--- config.mk ---
export PLATFORM = sky130hd
export DESIGN_NAME = i2t_current_limit_unit
export DESIGN_NICKNAME = d
export VERILOG_FILES = /design/src/rtl/i2t_pkg.sv /design/src/rtl/i2t_sample_mem.sv /design/src/rtl/i2t_level_calc.sv /design/src/rtl/i2t_current_limit_unit.sv
export SDC_FILE = /design/constraint.sdc
export NUM_CORES = 1
export LEC_CHECK = 0
export ABC_AREA = 1
export BUFFER_PORTS_ARGS = -buffer_cell sky130_fd_sc_hd__buf_2
export CELL_PAD_IN_SITES_DETAIL_PLACEMENT = 2
export CELL_PAD_IN_SITES_GLOBAL_PLACEMENT = 2
export CORE_UTILIZATION = 34
export DETAILED_ROUTE_END_ITERATION = 8
export GPL_TIMING_DRIVEN = 0
export HOLD_SLACK_MARGIN = 0.1
export PLACE_DENSITY = 0.75
export SLEW_MARGIN = 20
export SYNTH_ARGS = -nofsm -noshare
export SYNTH_HDL_FRONTEND = slang
export SYNTH_SLANG_ARGS = --single-unit
--- constraint.sdc ---
create_clock -name clk -period 9.2 [get_ports clk]
set_clock_uncertainty 0.15 [all_clocks]
set_input_delay 0.92 -clock clk [delete_from_list [all_inputs] [get_ports clk]]
set_output_delay 0.92 -clock clk [all_outputs]
set_load 0.02 [all_outputs]
--- src/rtl/i2t_pkg.sv ---
package i2t_pkg;

	localparam int CurrentWidth = 16;
	localparam int LevelOutWidth = 8;
	localparam int IntegralWidth = 32;
	localparam int CfgIndexWidth = 3;
	localparam int CfgDataWidth = 20;
	localparam int ShiftWidth = 4;
	localparam int LeakWidth = 20;
	localparam int ThreshWidth = 12;
	localparam int NonlinWidth = 20;

	localparam logic [ShiftWidth-1:0]  LevelShiftReset = 4'd7;
	localparam logic [LeakWidth-1:0]   LeakAmountReset = 20'd3433;
	localparam logic [LeakWidth-1:0]   WarningReset    = 20'd12359;
	localparam logic [LeakWidth-1:0]   LimitReset      = 20'd15449;
	localparam logic [ThreshWidth-1:0] ThreshReset     = 12'd137;
	localparam logic                   NonlinEnReset   = 1'b1;

	localparam logic ACT_SAMPLE  = 1'b0;
	localparam logic ACT_COMPUTE = 1'b1;

	typedef enum logic [1:0] {
		STAT_NORMAL  = 2'd0,
		STAT_WARNING = 2'd1,
		STAT_LIMIT   = 2'd2
	} status_t;

	typedef enum logic [CfgIndexWidth-1:0] {
		CFG_LEVEL_SHIFT   = 3'd0,
		CFG_LEAK_AMOUNT   = 3'd1,
		CFG_WARNING_LEVEL = 3'd2,
		CFG_LIMIT_LEVEL   = 3'd3,
		CFG_NONLIN_THRESH = 3'd4,
		CFG_NONLIN_ENABLE = 3'd5
	} cfg_idx_t;

	typedef enum logic [3:0] {
		ST_IDLE,
		ST_READ,
		ST_DRAIN,
		ST_DIV,
		ST_SCALE,
		ST_SQUARE,
		ST_ADD,
		ST_LEAK,
		ST_OUT
	} fsm_state_t;

	typedef struct packed {
		logic                           action;
		logic signed [CurrentWidth-1:0] current;
	} in_item_t;

	typedef struct packed {
		status_t                   status;
		logic [IntegralWidth-1:0]  integral_value;
		logic [LevelOutWidth-1:0]  level;
	} out_item_t;

	typedef struct packed {
		logic acc_clr;
		logic acc_en;
		logic div_en;
		logic scale_en;
		logic sq_en;
	} lc_ctl_t;

endpackage

--- src/rtl/i2t_sample_mem.sv ---
module i2t_sample_mem #(
	parameter int DEPTH = 8
) (
	input  logic                                      clk,
	input  logic                                      arst_n,
	input  logic                                      wr_en,
	input  logic [$clog2(DEPTH)-1:0]                  wr_addr,
	input  logic signed [i2t_pkg::CurrentWidth-1:0]   wr_data,
	input  logic                                      rd_en,
	input  logic [$clog2(DEPTH)-1:0]                  rd_addr,
	output logic signed [i2t_pkg::CurrentWidth-1:0]   rd_data
);
	import i2t_pkg::*;

	logic signed [CurrentWidth-1:0] mem [DEPTH];
	logic [DEPTH-1:0]               valid_q;
	logic signed [CurrentWidth-1:0] data_q;
	logic                           hit_q;

	always_ff @(posedge clk) begin
		if (wr_en) begin
			mem[wr_addr] <= wr_data;
		end
		if (rd_en) begin
			data_q <= mem[rd_addr];
		end
	end

	// An entry never written since reset reads as zero.
	always_ff @(posedge clk or negedge arst_n) begin
		if (!arst_n) begin
			valid_q <= '0;
			hit_q   <= 1'b0;
		end else begin
			if (wr_en) begin
				valid_q[wr_addr] <= 1'b1;
			end
			if (rd_en) begin
				hit_q <= valid_q[rd_addr];
			end
		end
	end

	assign rd_data = hit_q ? data_q : '0;

endmodule

--- src/rtl/i2t_level_calc.sv ---
module i2t_level_calc #(
	parameter int NUM_SAMPLES = 8,
	parameter int LEVEL_MAX = 255
) (
	input  logic                                    clk,
	input  i2t_pkg::lc_ctl_t                        ctl,
	input  logic signed [i2t_pkg::CurrentWidth-1:0] rd_data,
	input  logic [i2t_pkg::ShiftWidth-1:0]          level_shift,
	input  logic [i2t_pkg::ThreshWidth-1:0]         nonlin_threshold,
	input  logic                                    nonlin_enable,
	output logic [$clog2(LEVEL_MAX+1)-1:0]          level,
	output logic [2*$clog2(LEVEL_MAX+1)-1:0]        square
);
	import i2t_pkg::*;

	localparam int L  = $clog2(NUM_SAMPLES);
	localparam int SW = CurrentWidth + L;
	localparam int K  = SW + L;
	localparam int MW = SW + 1;
	localparam int PW = SW + MW;
	localparam int QW = CurrentWidth;
	localparam int LW = $clog2(LEVEL_MAX + 1);
	// Rounded-up reciprocal; exact for every sum below 2^SW.
	localparam logic [63:0] RECIP = ((64'd1 << K) + 64'(NUM_SAMPLES) - 64'd1)
		/ 64'(NUM_SAMPLES);
	localparam logic [MW-1:0] RECIP_M = MW'(RECIP);

	logic [SW-1:0]           acc_q;
	logic [CurrentWidth-1:0] mag;
	logic [PW-1:0]           prod_s1;
	logic [QW-1:0]           quot;
	logic [QW-1:0]           shifted;
	logic [NonlinWidth-1:0]  diff;
	logic [NonlinWidth-1:0]  gained;
	logic [NonlinWidth-1:0]  gain_s2;
	logic [LW-1:0]           sat;
	logic [LW-1:0]           lvl_s3;
	logic [2*LW-1:0]         sq_s3;

	assign mag = rd_data[CurrentWidth-1] ? CurrentWidth'(-rd_data) : CurrentWidth'(rd_data);

	assign quot    = prod_s1[K +: QW];
	assign shifted = quot >> level_shift;
	assign diff    = NonlinWidth'(shifted) - NonlinWidth'(nonlin_threshold);

	always_comb begin
		if (nonlin_enable && (shifted > QW'(nonlin_threshold))) begin
			gained = NonlinWidth'(shifted) + (diff << 3) + (diff << 1);
		end else begin
			gained = NonlinWidth'(shifted);
		end
	end

	assign sat = (gain_s2 > NonlinWidth'(LEVEL_MAX)) ? LW'(LEVEL_MAX) : LW'(gain_s2);

	always_ff @(posedge clk) begin
		if (ctl.acc_clr) begin
			acc_q <= '0;
		end else if (ctl.acc_en) begin
			acc_q <= acc_q + SW'(mag);
		end
		if (ctl.div_en) begin
			prod_s1 <= acc_q * RECIP_M;
		end
		if (ctl.scale_en) begin
			gain_s2 <= gained;
		end
		if (ctl.sq_en) begin
			lvl_s3 <= sat;
			sq_s3  <= sat * sat;
		end
	end

	assign level  = lvl_s3;
	assign square = sq_s3;

endmodule

--- src/rtl/i2t_current_limit_unit.sv ---
// Channel | Direction | Handshake          | Payload
// in      | input     | in_valid/in_stall  | in_data: action, current
// out     | output    | out_valid/out_stall| out_data: status, integral_value, level
// cfg     | input     | cfg_valid/cfg_ready| cfg_index, cfg_data
//
// Sample transactions are taken only in the idle state; a compute transaction occupies the
// block while the single read port of the sample memory is swept one entry per cycle,
// followed by the divide, gain, square and integrator stages. Reset clears control state and
// the per-entry valid bits of the sample memory; there is no clearing pass. Sample
// transactions are taken while a result waits on a stalled output; a finished compute holds
// in its last state until the output register is free.
module i2t_current_limit_unit #(
	parameter int NUM_SAMPLES = 8,
	parameter int DECIMATION = 12,
	parameter int LEVEL_MAX = 255
) (
	input  logic                                   clk,
	input  logic                                   arst_n,
	input  logic                                   in_valid,
	output logic                                   in_stall,
	input  i2t_pkg::in_item_t                      in_data,
	output logic                                   out_valid,
	input  logic                                   out_stall,
	output i2t_pkg::out_item_t                     out_data,
	input  logic                                   cfg_valid,
	output logic                                   cfg_ready,
	input  logic [i2t_pkg::CfgIndexWidth-1:0]      cfg_index,
	input  logic [i2t_pkg::CfgDataWidth-1:0]       cfg_data
);
	import i2t_pkg::*;

	localparam int AW  = $clog2(NUM_SAMPLES);
	localparam int WIW = $clog2(NUM_SAMPLES + 1);
	localparam int DW  = $clog2(DECIMATION + 1);
	localparam int LW  = $clog2(LEVEL_MAX + 1);

	fsm_state_t state_q, state_d;

	logic [ShiftWidth-1:0]  shift_q;
	logic [LeakWidth-1:0]   leak_q;
	logic [LeakWidth-1:0]   warn_q;
	logic [LeakWidth-1:0]   limit_q;
	logic [ThreshWidth-1:0] thresh_q;
	logic                   nl_en_q;

	logic [DW-1:0]  dec_q;
	logic [DW:0]    dec_inc;
	logic [DW-1:0]  dec_nxt;
	logic [WIW-1:0] widx_q;
	logic [AW-1:0]  rd_addr_q;
	logic           rd_vld_s1;

	logic in_acc, take_sample, take_compute;
	logic mem_wr, rd_en, load_out, last_addr;
	lc_ctl_t ctl;

	logic signed [CurrentWidth-1:0] rd_data;
	logic [LW-1:0]                  level;
	logic [2*LW-1:0]                square;

	logic [IntegralWidth:0]   add_sum;
	logic [IntegralWidth-1:0] add_s1;
	logic [IntegralWidth-1:0] integral_q;
	status_t                  status;
	out_item_t                out_q;
	logic                     out_valid_q;

	assign in_acc       = in_valid && !in_stall;
	assign take_sample  = in_acc && (in_data.action == ACT_SAMPLE);
	assign take_compute = in_acc && (in_data.action == ACT_COMPUTE);
	assign last_addr    = (rd_addr_q == AW'(NUM_SAMPLES - 1));

	assign dec_inc = {1'b0, dec_q} + (DW + 1)'(1);
	assign dec_nxt = (dec_inc >= (DW + 1)'(DECIMATION)) ? '0 : dec_inc[DW-1:0];
	assign mem_wr  = take_sample && (dec_nxt == '0) && (widx_q < WIW'(NUM_SAMPLES));

	always_ff @(posedge clk or negedge arst_n) begin
		if (!arst_n) begin
			state_q <= ST_IDLE;
		end else begin
			state_q <= state_d;
		end
	end

	always_comb begin
		state_d      = state_q;
		in_stall     = 1'b1;
		rd_en        = 1'b0;
		load_out     = 1'b0;
		ctl          = '0;
		ctl.acc_en   = rd_vld_s1;
		case (state_q)
			ST_IDLE: begin
				in_stall = 1'b0;
				if (take_compute) begin
					ctl.acc_clr = 1'b1;
					state_d     = ST_READ;
				end
			end
			ST_READ: begin
				rd_en = 1'b1;
				if (last_addr) begin
					state_d = ST_DRAIN;
				end
			end
			ST_DRAIN: state_d = ST_DIV;
			ST_DIV: begin
				ctl.div_en = 1'b1;
				state_d    = ST_SCALE;
			end
			ST_SCALE: begin
				ctl.scale_en = 1'b1;
				state_d      = ST_SQUARE;
			end
			ST_SQUARE: begin
				ctl.sq_en = 1'b1;
				state_d   = ST_ADD;
			end
			ST_ADD: state_d = ST_LEAK;
			ST_LEAK: state_d = ST_OUT;
			ST_OUT: begin
				if (!(out_valid_q && out_stall)) begin
					load_out = 1'b1;
					state_d  = ST_IDLE;
				end
			end
			default: state_d = ST_IDLE;
		endcase
	end

	assign cfg_ready = 1'b1;

	always_ff @(posedge clk or negedge arst_n) begin
		if (!arst_n) begin
			shift_q  <= LevelShiftReset;
			leak_q   <= LeakAmountReset;
			warn_q   <= WarningReset;
			limit_q  <= LimitReset;
			thresh_q <= ThreshReset;
			nl_en_q  <= NonlinEnReset;
		end else if (cfg_valid && cfg_ready) begin
			case (cfg_idx_t'(cfg_index))
				CFG_LEVEL_SHIFT:   shift_q  <= cfg_data[ShiftWidth-1:0];
				CFG_LEAK_AMOUNT:   leak_q   <= cfg_data[LeakWidth-1:0];
				CFG_WARNING_LEVEL: warn_q   <= cfg_data[LeakWidth-1:0];
				CFG_LIMIT_LEVEL:   limit_q  <= cfg_data[LeakWidth-1:0];
				CFG_NONLIN_THRESH: thresh_q <= cfg_data[ThreshWidth-1:0];
				CFG_NONLIN_ENABLE: nl_en_q  <= cfg_data[0];
				default: ;
			endcase
		end
	end

	always_ff @(posedge clk or negedge arst_n) begin
		if (!arst_n) begin
			dec_q       <= DW'(1);
			widx_q      <= '0;
			rd_addr_q   <= '0;
			rd_vld_s1   <= 1'b0;
			integral_q  <= '0;
			out_valid_q <= 1'b0;
		end else begin
			rd_vld_s1 <= rd_en;
			if (take_sample) begin
				dec_q <= dec_nxt;
			end
			if (mem_wr) begin
				widx_q <= widx_q + WIW'(1);
			end else if (take_compute) begin
				widx_q <= '0;
			end
			if (take_compute) begin
				rd_addr_q <= '0;
			end else if (rd_en) begin
				rd_addr_q <= rd_addr_q + AW'(1);
			end
			// The leak takes the integral to zero when it reaches or exceeds it.
			if (state_q == ST_LEAK) begin
				integral_q <= (add_s1 > IntegralWidth'(leak_q))
					? add_s1 - IntegralWidth'(leak_q) : '0;
			end
			if (load_out) begin
				out_valid_q <= 1'b1;
			end else if (out_valid_q && !out_stall) begin
				out_valid_q <= 1'b0;
			end
		end
	end

	assign add_sum = {1'b0, integral_q} + (IntegralWidth + 1)'(square);

	always_comb begin
		if (integral_q < IntegralWidth'(warn_q)) begin
			status = STAT_NORMAL;
		end else if (integral_q < IntegralWidth'(limit_q)) begin
			status = STAT_WARNING;
		end else begin
			status = STAT_LIMIT;
		end
	end

	always_ff @(posedge clk) begin
		if (state_q == ST_ADD) begin
			add_s1 <= add_sum[IntegralWidth] ? '1 : add_sum[IntegralWidth-1:0];
		end
		if (load_out) begin
			out_q.status         <= status;
			out_q.integral_value <= integral_q;
			out_q.level          <= LevelOutWidth'(level);
		end
	end

	assign out_valid = out_valid_q;
	assign out_data  = out_q;

	i2t_sample_mem #(
		.DEPTH(NUM_SAMPLES)
	) u_mem (
		.clk     (clk),
		.arst_n  (arst_n),
		.wr_en   (mem_wr),
		.wr_addr (widx_q[AW-1:0]),
		.wr_data (in_data.current),
		.rd_en   (rd_en),
		.rd_addr (rd_addr_q),
		.rd_data (rd_data)
	);

	i2t_level_calc #(
		.NUM_SAMPLES(NUM_SAMPLES),
		.LEVEL_MAX  (LEVEL_MAX)
	) u_level (
		.clk              (clk),
		.ctl              (ctl),
		.rd_data          (rd_data),
		.level_shift      (shift_q),
		.nonlin_threshold (thresh_q),
		.nonlin_enable    (nl_en_q),
		.level            (level),
		.square           (square)
	);

`ifndef SYNTHESIS
	a_widx_bound: assert property (@(posedge clk) disable iff (!arst_n)
		widx_q <= WIW'(NUM_SAMPLES))
		else $error("write index ran past the sample store");

	a_wr_idle: assert property (@(posedge clk) disable iff (!arst_n)
		mem_wr |-> (state_q == ST_IDLE))
		else $error("sample write during a compute sweep");

	a_out_hold: assert property (@(posedge clk) disable iff (!arst_n)
		(state_q == ST_OUT && out_valid_q && out_stall) |=> (state_q == ST_OUT))
		else $error("pending result overwritten");

	a_sq_bound: assert property (@(posedge clk) disable iff (!arst_n)
		(state_q == ST_ADD) |-> (square <= (2*LW)'(LEVEL_MAX * LEVEL_MAX)))
		else $error("square above saturated level");

	a_status_normal: assert property (@(posedge clk) disable iff (!arst_n)
		(out_valid_q && out_q.status == STAT_NORMAL)
			|-> (out_q.integral_value < IntegralWidth'(warn_q)))
		else $error("normal status with integral at warning level");
`endif

endmodule
Yosys cells after proc, flatten, opt, wreduce, memory -nomap -nowiden:

Memory sizes are Yosys's and may differ from the RTL's. A register that Yosys moved wholly into a read port is not among the register bits.
Index checks and enable logic that the tools add are counted.

* flip-flop bits (word level): 291
* RAM bits: 128
* input port bits: 45
* output and inout bits: 45
* word-level logic and storage cells: 122
* memories kept: 1

Memory list
* u_mem.mem: depth 8, bits a word 16, read ports 1, clocked after Yosys merged registers in 1, write ports 1, line i2t_sample_mem.sv:15 `logic signed [CurrentWidth-1:0] mem [DEPTH];`

* $add $sub $neg: 10
* multiply operators: 1
* magnitude comparators: 10
* equality and inequality tests: 17
* shift-type cells: 1
* multiplexer cells: 32
* bitwise operators: 2
* reduce and logical (&&, ||, !) cells: 23

Operators with widths (number)
* $lt A32 B20 Y1: 2
* $mux W16: 3
* $pmux W4 S9: 1
* $add A32 B16 Y33: 1
* $gt A32 B20 Y1: 1
* $mux W32: 1
* $sub A32 B20 Y32: 1
* $mux W4: 6
* $add A16 B20 Y20: 1
* $add A20 B20 Y20: 1
* $gt A20 B8 Y1 const B: 1
* $add A19 B16 Y19: 1
* $sub A16 B12 Y17: 1
* $eq A4 B3 Y1 const B: 4
* $gt A16 B12 Y1: 1
* $mul A8 B8 Y16: 1
* $neg A16 Y16: 1
* $shr A16 B4 Y16: 1
* $mux W1: 15
* $reduce_and A2 Y1: 6
* $eq A3 B3 Y1 const B: 3
* $logic_and A1 B1 Y1: 9
* $eq A4 B2 Y1 const B: 2
* $logic_not A4 Y1: 2
* 23 further kinds: 30

Longest topological paths before layout:

* depth in word-level cells: 8
* depth in mapped cells: 31
* gate-level depth less buffers: 30

Modules after synthesis:

From an unflattened synthesis, not the netlist that was laid out.

* cell total of the unflattened synthesis: 3140
* area total of the unflattened synthesis: 26265.2 sq um

Modules (own cells, without submodules)
* i2t_current_limit_unit: instances 1, cells each 1491, area an instance 11833.8 sq um, sequential area each 5411.4 sq um
* i2t_level_calc: instances 1, cells each 1161, area an instance 8424.3 sq um, sequential area each 2122.0 sq um
* i2t_sample_mem: instances 1, cells each 488, area an instance 6007.0 sq um, sequential area each 4549.4 sq um

Worst setup path before layout:

Ideal clock, no wire load.

* path kind: register -> register
* start point: register u_level.gain_s2[10]
* end point: register u_level.sq_s3[13] (netlist: u_level.square[13]), data pin
* setup time: 0.262 ns
* data arrival time: 4.422 ns
* required time: 8.788 ns
* slack: 4.366 ns
* stages on the path, launching flop included: 17
* path buffers: 0
* period minus slack after synthesis: 4.834 ns
* cells stage by stage: edfxtp_1 > nor4_1 > nand2_1 > nor2_2 > nor2_1 > fa_1 > fa_1 > inv_1 > fa_1 > fa_1 > inv_1 > ha_1 > a21o_1 > a21oi_1 > o21ai_0 > a21oi_1 > xor2_1

* cells in the longest elaborated chain, start to end: 3

Ends and longest elaborated chain
* start: declaration: line i2t_level_calc.sv:35 `logic [NonlinWidth-1:0] gain_s2;`
* start signal: assignment: line i2t_level_calc.sv:66 `gain_s2 <= gained;`
* $gt A20 B8 Y1: line i2t_level_calc.sv:54 `assign sat = (gain_s2 > NonlinWidth'(LEVEL_MAX)) ? LW'(LEVEL_MAX) : LW'(gain_s2);`
* $mux W8: line i2t_level_calc.sv:54
* $mul A8 B8 Y16: line i2t_level_calc.sv:70 `sq_s3 <= sat * sat;`
* end signal: assignment: line i2t_level_calc.sv:70
* end: declaration: line i2t_level_calc.sv:38 `logic [2*LW-1:0] sq_s3;`

No other way between the ends.
A chain may end at the register's enable or synchronous reset.

Final worst setup path:

* start point: register shift_q[0]
* end point: register u_level.gain_s2[12], data pin

* cells in the longest elaborated chain, start to end: 5
* elaborated cells on any way between the ends: 7
* classes of those cells: 3 x add/sub; 1 x order compare; 1 x shift; 1 x mux; 1 x reduce/logical

Ends and longest elaborated chain
* start: declaration: line i2t_current_limit_unit.sv:39 `logic [ShiftWidth-1:0] shift_q;`
* start signal: assignment: line i2t_current_limit_unit.sv:135 `shift_q <= LevelShiftReset;`
* start signal: assignment: line i2t_current_limit_unit.sv:143 `CFG_LEVEL_SHIFT: shift_q <= cfg_data[ShiftWidth-1:0];`
* $shr A16 B4 Y16 *: line i2t_level_calc.sv:43 `assign shifted = quot >> level_shift;`
* $sub A16 B12 Y17: line i2t_level_calc.sv:44 `assign diff = NonlinWidth'(shifted) - NonlinWidth'(nonlin_threshold);`
* $add A16 B20 Y20: line i2t_level_calc.sv:48 `gained = NonlinWidth'(shifted) + (diff << 3) + (diff << 1);`
* $add A20 B20 Y20: line i2t_level_calc.sv:48
* $mux W16 *: line i2t_level_calc.sv:47 `if (nonlin_enable && (shifted > QW'(nonlin_threshold))) begin`
* net u_level.gained[12]: line i2t_level_calc.sv:34 `logic [NonlinWidth-1:0] gained;`

The timed path passes the listed nets; every way through them passes the cells marked *.

==> reports/results.ini <==
[die]
initial_core_util_pct = 34.6
chipHeight_um = 278
die_w_um = 278
top_level_ports = 90
core-area_um2 = 74900
die_area_um2 = 77500
num_rows = 100

[pwr]
finalPower_uw = 11800
internal_power_uw = 6030
p_sw_uw = 5790
combPwrFrac_pct = 57.6
ir_drop_v = 0.000245
p_leak_uw = 0.0134
swShare_pct = 49.0
clkPwrFrac_pct = 17.4
power_density_nw_per_um2 = 400
seq_power_share_pct = 25.0

[setup_path]
critPathKind = register to register
cp_max_fo = 10
critical_path.top_delay_family = simple AND/OR/NAND/NOR gates
worstSetupStartpointType = register
r2r-start = shift_q[0]
cpMaxStageDelayCell = o21ai_0
max_stage_delay_ns = 0.66
r2r_end = u_level.gain_s2[12]
cp.arrival_ns = 6.36
cp-end-kind = register
rr_worst_depth = 25
cp_common_cell = nand2_1
ff2ff_setup_slack_ns = 3.16
crit_required_ns = 9.53
worst-path-buf-inv = 2

[synthesis]
yosys_warnings = 0
syn_inst = 3074
yosysUniqueCellTypes = 59
synth_area_um2 = 26000
synth_edf_count = 276
avgSynthCellArea_um2 = 8.45
synth_nets = 3319
ys_ff_latch = 430
ys.flop_type = edfxtp_1
synth_seq_area_share_pct = 46.5
ys_async_sr_fraction_pct = 31.4

[sta]
timing.slew.headroom_pct = 36.6
final.period_utilization_pct = 65.6
max_freq_mhz = 166
worst_pin_slew_ns = 0.940
setup_slack_ns = 3.16
final-setup-viol-count = 0
min_period_ns = 6.04
slew_violations = 0
rsz0062_at_grt = no
fin_setup_tns_ns = 0
hold_viol_final = 0

[place]
post-dp-hpwl_um = 69500
gp_congestion = 0.902
io_buffers = 88
placed_cell_area_um2 = 27900
pre_cts_ws_ns = 3.24

[clock_tree]
clock_latency_ns = 0.62
cts_sinks = 430
cts_root_buf = clkbuf_16
post_cts_buffers = 0
h-tree-depth = 2
cts_buffers = 52
cts_tree = yes
clk_path_buf_depth = 3
cts_resized = 0
ctsHoldBuffers = 0
path_clk_slew_ns = 0.06

[global_routing]
gr-usage-all-layers_pct = 22.8
grt_pass1_wl_um = 139000
grt_pass1_vias = 24800
antenna_found_initial = 2
grt-ovfl-total = 0
grt_max_degree = 81

[route]
vias = 21800
drtIter0Drc = 865
first_pass_iters = 5
routed_via_density = 5.15
routed_wl_um = 87500
route.detailed.drc = 0
ant_nets = 0
wl_per_cell_um = 20.6

[status]
status = finished clean

[run]
drv_cap = 0

[worst_hold_path]
min_path_type = input pin to asynchronous set/reset pin

[layout]
area_growth_pct = 14.0
nNetsFinal = 3474
nFillCells = 8314
diodes = 0
drive_gt1_share_pct = 9.08
final_area_um2 = 29600
fin_util_pct = 39.5

## through the flow
stage | std cells | hold WS [ns]
floorplan | 3074 | 0.250
global placement | 4131 | 0.257
detailed placement | 4144 | 0.258
CTS | 4240 | 0.152
global route | 4240 | 0.190
finish | 4240 | 0.160
## kinds of logic after synthesis
logic type | after synthesis | share of synthesized area [%]
and+or+nand+nor | 1363 | 22.0
buffers and inverters | 533 | 7.97
AOI/OAI and AO/OA | 467 | 9.88
DFF | 430 | 46.5
adders and majority gates | 200 | 10.9
xor gates and xnor gates | 76 | 2.56
muxes | 4 | 0.154
other | 1 | 0.0144
## sequential cells by signal, summed over array words and instances (netlist names), 8 cells and up
signal,count
limit_q,20
leak_q,20
u_mem.mem,128
u_mem.valid_q,8
add_s1,32
u_level.acc_q,19
warn_q,20
out_data,42
u_level.gain_s2,20
integral_q,32
u_level.prod_s1,16
thresh_q,12
u_mem.data_q,16
u_level.square,15
## placed cells by master (no fill, tap or decap), types with 100 or more instances in the layout
cell	synthesis	layout
edfxtp_1	276	276
nor2_1	327	315
o21ai_0	237	237
buf_2	13	100
ha_1	158	158
dfrtp_1	106	106
inv_1	455	455
nand2_1	722	722
a21oi_1	113	112
nand3_1	188	188
## cell type report
type | instances | area [um2] | area share (%)
well taps | 969 | 1210 | 4.10
repair buffers | 101 | 673 | 2.27
multi-input cells | 2111 | 11900 | 40.1
plain buffers | 73 | 339 | 1.15
clock buffers | 60 | 1360 | 4.60
flip-flops and latches | 430 | 12100 | 40.8
inverters | 460 | 1730 | 5.84
clock inverters | 36 | 320 | 1.08
## worst register-to-register path, stage by stage (launching register included)
cell and delay (ns):
dfstp_2 0.55, buf_6 0.14, buf_2 0.25, nand2_1 0.11, nand3_1 0.10, o21ai_0 0.15
nand2_1 0.10, o21ai_0 0.11, o21ai_0 0.66, fa_1 0.36, nand3_1 0.10, nand2_1 0.15
a21boi_0 0.16, o21ai_0 0.29, nand3_1 0.14, nand2_1 0.10, xor2_1 0.35, fa_1 0.50
ha_1 0.40, nand2_1 0.12, nor2_1 0.22, nand3_1 0.12, nand3b_1 0.11, xor2_1 0.23
nand3_1 0.14, nand2_1 0.10
## synthesized netlist by cell type (5+ instances only)
master | count | area (um2)
buf_6 | 5 | 56.3
nor4_1 | 6 | 37.5
nor3_1 | 33 | 165
nor2_2 | 10 | 62.6
o21bai_1 | 5 | 37.5
ha_1 | 158 | 1980
inv_1 | 455 | 1710
edfxtp_1 | 276 | 8290
clkbuf_1 | 49 | 184
nor2_1 | 327 | 1230
fa_1 | 42 | 841
a21o_1 | 15 | 113
xor2_1 | 53 | 464
dfstp_2 | 29 | 762
buf_2 | 13 | 65.1
o21a_1 | 6 | 45.0
dfrtp_1 | 106 | 2650
xnor2_1 | 23 | 201
nand3b_1 | 8 | 60.1
nand2_1 | 722 | 2710
nand2_2 | 8 | 50.1
nand4_1 | 38 | 238
o211ai_1 | 10 | 75.1
o22ai_1 | 16 | 100
o21ai_2 | 11 | 96.3
a31oi_1 | 20 | 125
o21ai_1 | 18 | 90.1
nand3_1 | 188 | 941
or2_2 | 5 | 31.3
dfxtp_1 | 19 | 380
o21ai_0 | 237 | 1190
a21oi_1 | 113 | 566
## power by group through the flow
stage	clock, uW	sequential [uW]	combinational, uW
final	2050	2960	6810
after global placement	0	2970	6410
after CTS	2100	2960	6860
after detailed placement	0	2990	6760
after floorplan	0	2820	4760
after global routing	2160	3000	7670
## per-layer routing
metal | track usage (%) | wire [um] | vias up
met5 | 0 | 32 | -
met4 | 6.19 | 2280 | 4
met3 | 2.57 | 2420 | 133
met2 | 42.1 | 44700 | 279
met1 | 28.0 | 38000 | 11000
li1 | - | - | 10400
## worst max path at each step
stage / from / to / slack, ns / depth (start not counted)
after floorplan: u_level.gain_s2[10] / u_level.square[13] / 4.37 / 16
after global placement: shift_q[1] / u_level.gain_s2[12] / 3.31 / 22
after detailed placement: shift_q[1] / u_level.gain_s2[12] / 3.24 / 22
after CTS: shift_q[1] / u_level.gain_s2[12] / 3.12 / 22
after global routing: shift_q[0] / u_level.gain_s2[12] / 2.62 / 25
final: shift_q[0] / u_level.gain_s2[12] / 3.16 / 25
Note: power is estimated with default switching activity, not from simulation.
